**src/rtl/core/salru_ram.sv**
```systemverilog
// ----------------------------------------------------------------------------
// salru_ram
// Generic single-write, single-read RAM with registered read data.
// ----------------------------------------------------------------------------
module salru_ram #(
  parameter int WIDTH = 8,
  parameter int DEPTH = 2
) (
  input  logic                     clk_i,
  input  logic                     we_i,
  input  logic [$clog2(DEPTH)-1:0] waddr_i,
  input  logic [WIDTH-1:0]         wdata_i,
  input  logic                     re_i,
  input  logic [$clog2(DEPTH)-1:0] raddr_i,
  output logic [WIDTH-1:0]         rdata_o
);

  logic [WIDTH-1:0] mem_q [DEPTH];
  logic [WIDTH-1:0] rdata_q;

  always_ff @(posedge clk_i) begin
    if (we_i) begin
      mem_q[waddr_i] <= wdata_i;
    end
    if (re_i) begin
      rdata_q <= mem_q[raddr_i];
    end
  end

  assign rdata_o = rdata_q;

endmodule

```
**config.mk**
```make
export PLATFORM = sky130hd
export DESIGN_NAME = salru_ram
export DESIGN_NICKNAME = d
export VERILOG_FILES = /design/src/rtl/core/salru_ram.sv
export SDC_FILE = /design/constraint.sdc
export NUM_CORES = 1
export LEC_CHECK = 0
export BUFFER_PORTS_ARGS = -buffer_cell sky130_fd_sc_hd__buf_2
export CORE_UTILIZATION = 45
export CTS_CLUSTER_DIAMETER = 30
export DETAILED_ROUTE_END_ITERATION = 8
export PLACE_DENSITY_LB_ADDON = 0.25
export SLEW_MARGIN = 10
export SYNTH_ARGS = -nofsm -noshare
export SYNTH_HDL_FRONTEND = slang
export SYNTH_SLANG_ARGS = --single-unit
```
**constraint.sdc**
```tcl
create_clock -name clk_i -period 1.05 [get_ports clk_i]
set_clock_uncertainty 0.05 [all_clocks]
set_input_delay 0.1575 -clock clk_i [delete_from_list [all_inputs] [get_ports clk_i]]
set_output_delay 0.1575 -clock clk_i [all_outputs]
set_load 0.01 [all_outputs]
```
==> flow_summary_export.csv <==
group,metric,value,unit
timing,fin_hold_ws,0.129,ns
logic_synthesis,synth_mux_area_share,13.9,%
timing,slew_headroom,83.0,%
route,drc,0,
logic_synthesis,synth_seq_area_share,83.4,%
clocking,post_cts_resized,0,
route,dr.first_iter.drc_count,17,
timing,hold_violations,0,
logic_synthesis,yosys_register_bits,24,
critical_path,r2r_end,"rdata_o[6]",
critical_path,cp-startpoint,"rdata_o[0]",
critical_path,cp_max_fo,1,
critical_path,path_delay_family,"flip-flops",
logic_synthesis,synth_fa_ha_area_share,0,%
clocking,cts.sinks,24,
placement,io_buffers,20,
timing,maxSlewViolCount,0,
clocking,cts_tree,"built",
cells_and_area,area_growth,27.9,%
floorplan,coreArea,1760,µm²
clocking,cts_root_buf,"clkbuf_4",
critical_path,cp-end-kind,"output port",
timing,min_period,1.02,ns
route,first_pass_iters,4,
cells_and_area,nets,82,
timing,setup_viol,0,
clocking,post-cts-setup-buffers,0,
logic_synthesis,synthXorXnorAreaFrac,0,%
pwr,p_leak,0.000437,µW
worst_hold_path,hold-path-cell-count,1,
clocking,clk_latency,0.30,ns
critical_path,max_stage_delay,0.37,ns
critical_path,crit_path_start_kind,"register",
route,finalWirelength,1020,µm
outcome,status,"finished clean",
cells_and_area,final_cell_mix,"edfxtp_1 (24), buf_2 (20), mux2_4 (8), dlygate4sd3_1 (8), clkbuf_4 (3)",
route,num_vias,415,
floorplan,fp-row-count,15,
critical_path,critPathBufInv,1,
clocking,cts_made_buffers,3,
pwr,peakVddDrop,0.000873,V
route,viasPerCell,4.46,
critical_path,reg2reg_from,"mem_q[0][6]",
critical_path,worstPathRequired,0.84,ns
critical_path,reg2reg_slack,0.10,ns
logic_synthesis,synth-compound-area-share,0,%
logic_synthesis,synth_top_family_by_area,"multiplexers",
timing,max_freq,976,MHz
placement,placed_area,1000,µm²
logic_synthesis,synth.distinct_cells,5,
floorplan,pin_count,21,
worst_hold_path,min_from,"re_i",
worst_hold_path,holdCritPathClass,"input port to register",
logic_synthesis,yosys_warnings,0,
cells_and_area,fin_util,62.7,%
placement,gp_congestion,0.639,
timing,grt_setup_unrepaired,"true",
cells_and_area,diodes,0,
critical_path,path_cells,"buf_2",
global_routing,grt_max_degree,14,
run,cap_violations,0,
cells_and_area,layout_commonest_cell,"edfxtp_1",
pwr,powerDensity,1520,nW/µm²
route,avgRoutedWirePerCell,11.0,µm
cells_and_area,final_cell_area,1110,µm²
critical_path,rr_worst_depth,1,
worst_hold_path,hold_end,"rdata_o[2]",
clocking,cts.path.max_buffers,2,
clocking,clk_pin_slew,0.12,ns
logic_synthesis,avgSynthCellArea,24.7,µm²
global_routing,grt_pass1_wl,1600,µm
logic_synthesis,synth_cells,35,
logic_synthesis,synth_simple_gate_area_share,1.45,%
global_routing,antenna_found_initial,0,
pwr,power,1690,µW
cells_and_area,final_layout_size_suffix_gt1_share,48.5,%
global_routing,grt_pass1_vias,398,
timing,worst-slew-pin-transition,0.255,ns
floorplan,dieArea,2100,µm²
floorplan,die_width,45.8,µm
critical_path,worstSetupPathType,"register to output port",
timing,post-route-period-util,97.5,%
floorplan,die_y,45.8,µm
critical_path,arrival,0.82,ns
route,ant_nets,0,
critical_path,cp_slowest_cell,"edfxtp_1",
logic_synthesis,netlist_area,865,µm²
clocking,h-tree-depth,1,
global_routing,grt_overflow,0,
global_routing,grt_use_total,11.7,%
logic_synthesis,synth.net_count,48,
floorplan,initial_core_util,49.0,%
[routing by layer]
metal  share of wire (%)  routed length (µm)  track usage (%)  up-vias
met5                   0                   0                0        -
met4                   0                   0             7.06        0
met3                 4.1                  42             3.57        0
met2                  53                 542             21.7       18
met1                  43                 435             11.1      196
li1                    -                   -                -      201
[area by class of cell]
cell class | count | area (µm²)
Clock buffer | 3 | 22.5
Sequential cell | 24 | 721
Clock inverter | 1 | 3.75
Multi-Input combinational cell | 10 | 133
Fill cell | 146 | 658
Tap cell | 25 | 31.3
Timing Repair Buffer | 30 | 195
[cell families after synthesis]
family / Yosys count
buf+inv: 1
flops: 24
mux: 8
simple gates: 2
[cells in the mapped netlist]
cell / instances / area, µm²
edfxtp_1: 24 / 721
mux2_4: 8 / 120
and2_1: 1 / 6.26
buf_6: 1 / 11.3
nor2b_1: 1 / 6.26
[state kept, by name (all words and copies together), names as in the netlist]
name,count
rdata_o,8
mem_q,16
[worst max-delay path by stage]
stage                        to  slack (ns)  cells past startpoint
floorplan           mem_q[0][0]        0.05                      1
global placement     rdata_o[2]        0.02                      2
detailed placement   rdata_o[2]      -0.002                      2
CTS                  rdata_o[0]       0.007                      1
global route         rdata_o[7]       -0.04                      1
finish               rdata_o[0]        0.03                      1
[report_power, final]
part	switching, µW	total (µW)	internal (µW)
clock	243	381	138
sequential	15.1	1150	1130
combinational	63.5	160	97.0
total	321	1690	1370
[stage by stage]
step,setup TNS [ns],cells,setup slack [ns]
after global placement,0,81,0.0248
final,0,93,0.0258
after floorplan,0,35,0.0491
after global routing,-0.216,93,-0.0411
after CTS,0,93,0.00661
after detailed placement,-0.00199,81,-0.00199
[repair_timing]
action	in CTS	in global routing
endpoints found under the setup margin	0	8
hold buffers	8	0
endpoints found under the hold margin	16	0
No activity file was read; power rests on OpenSTA's default activity.
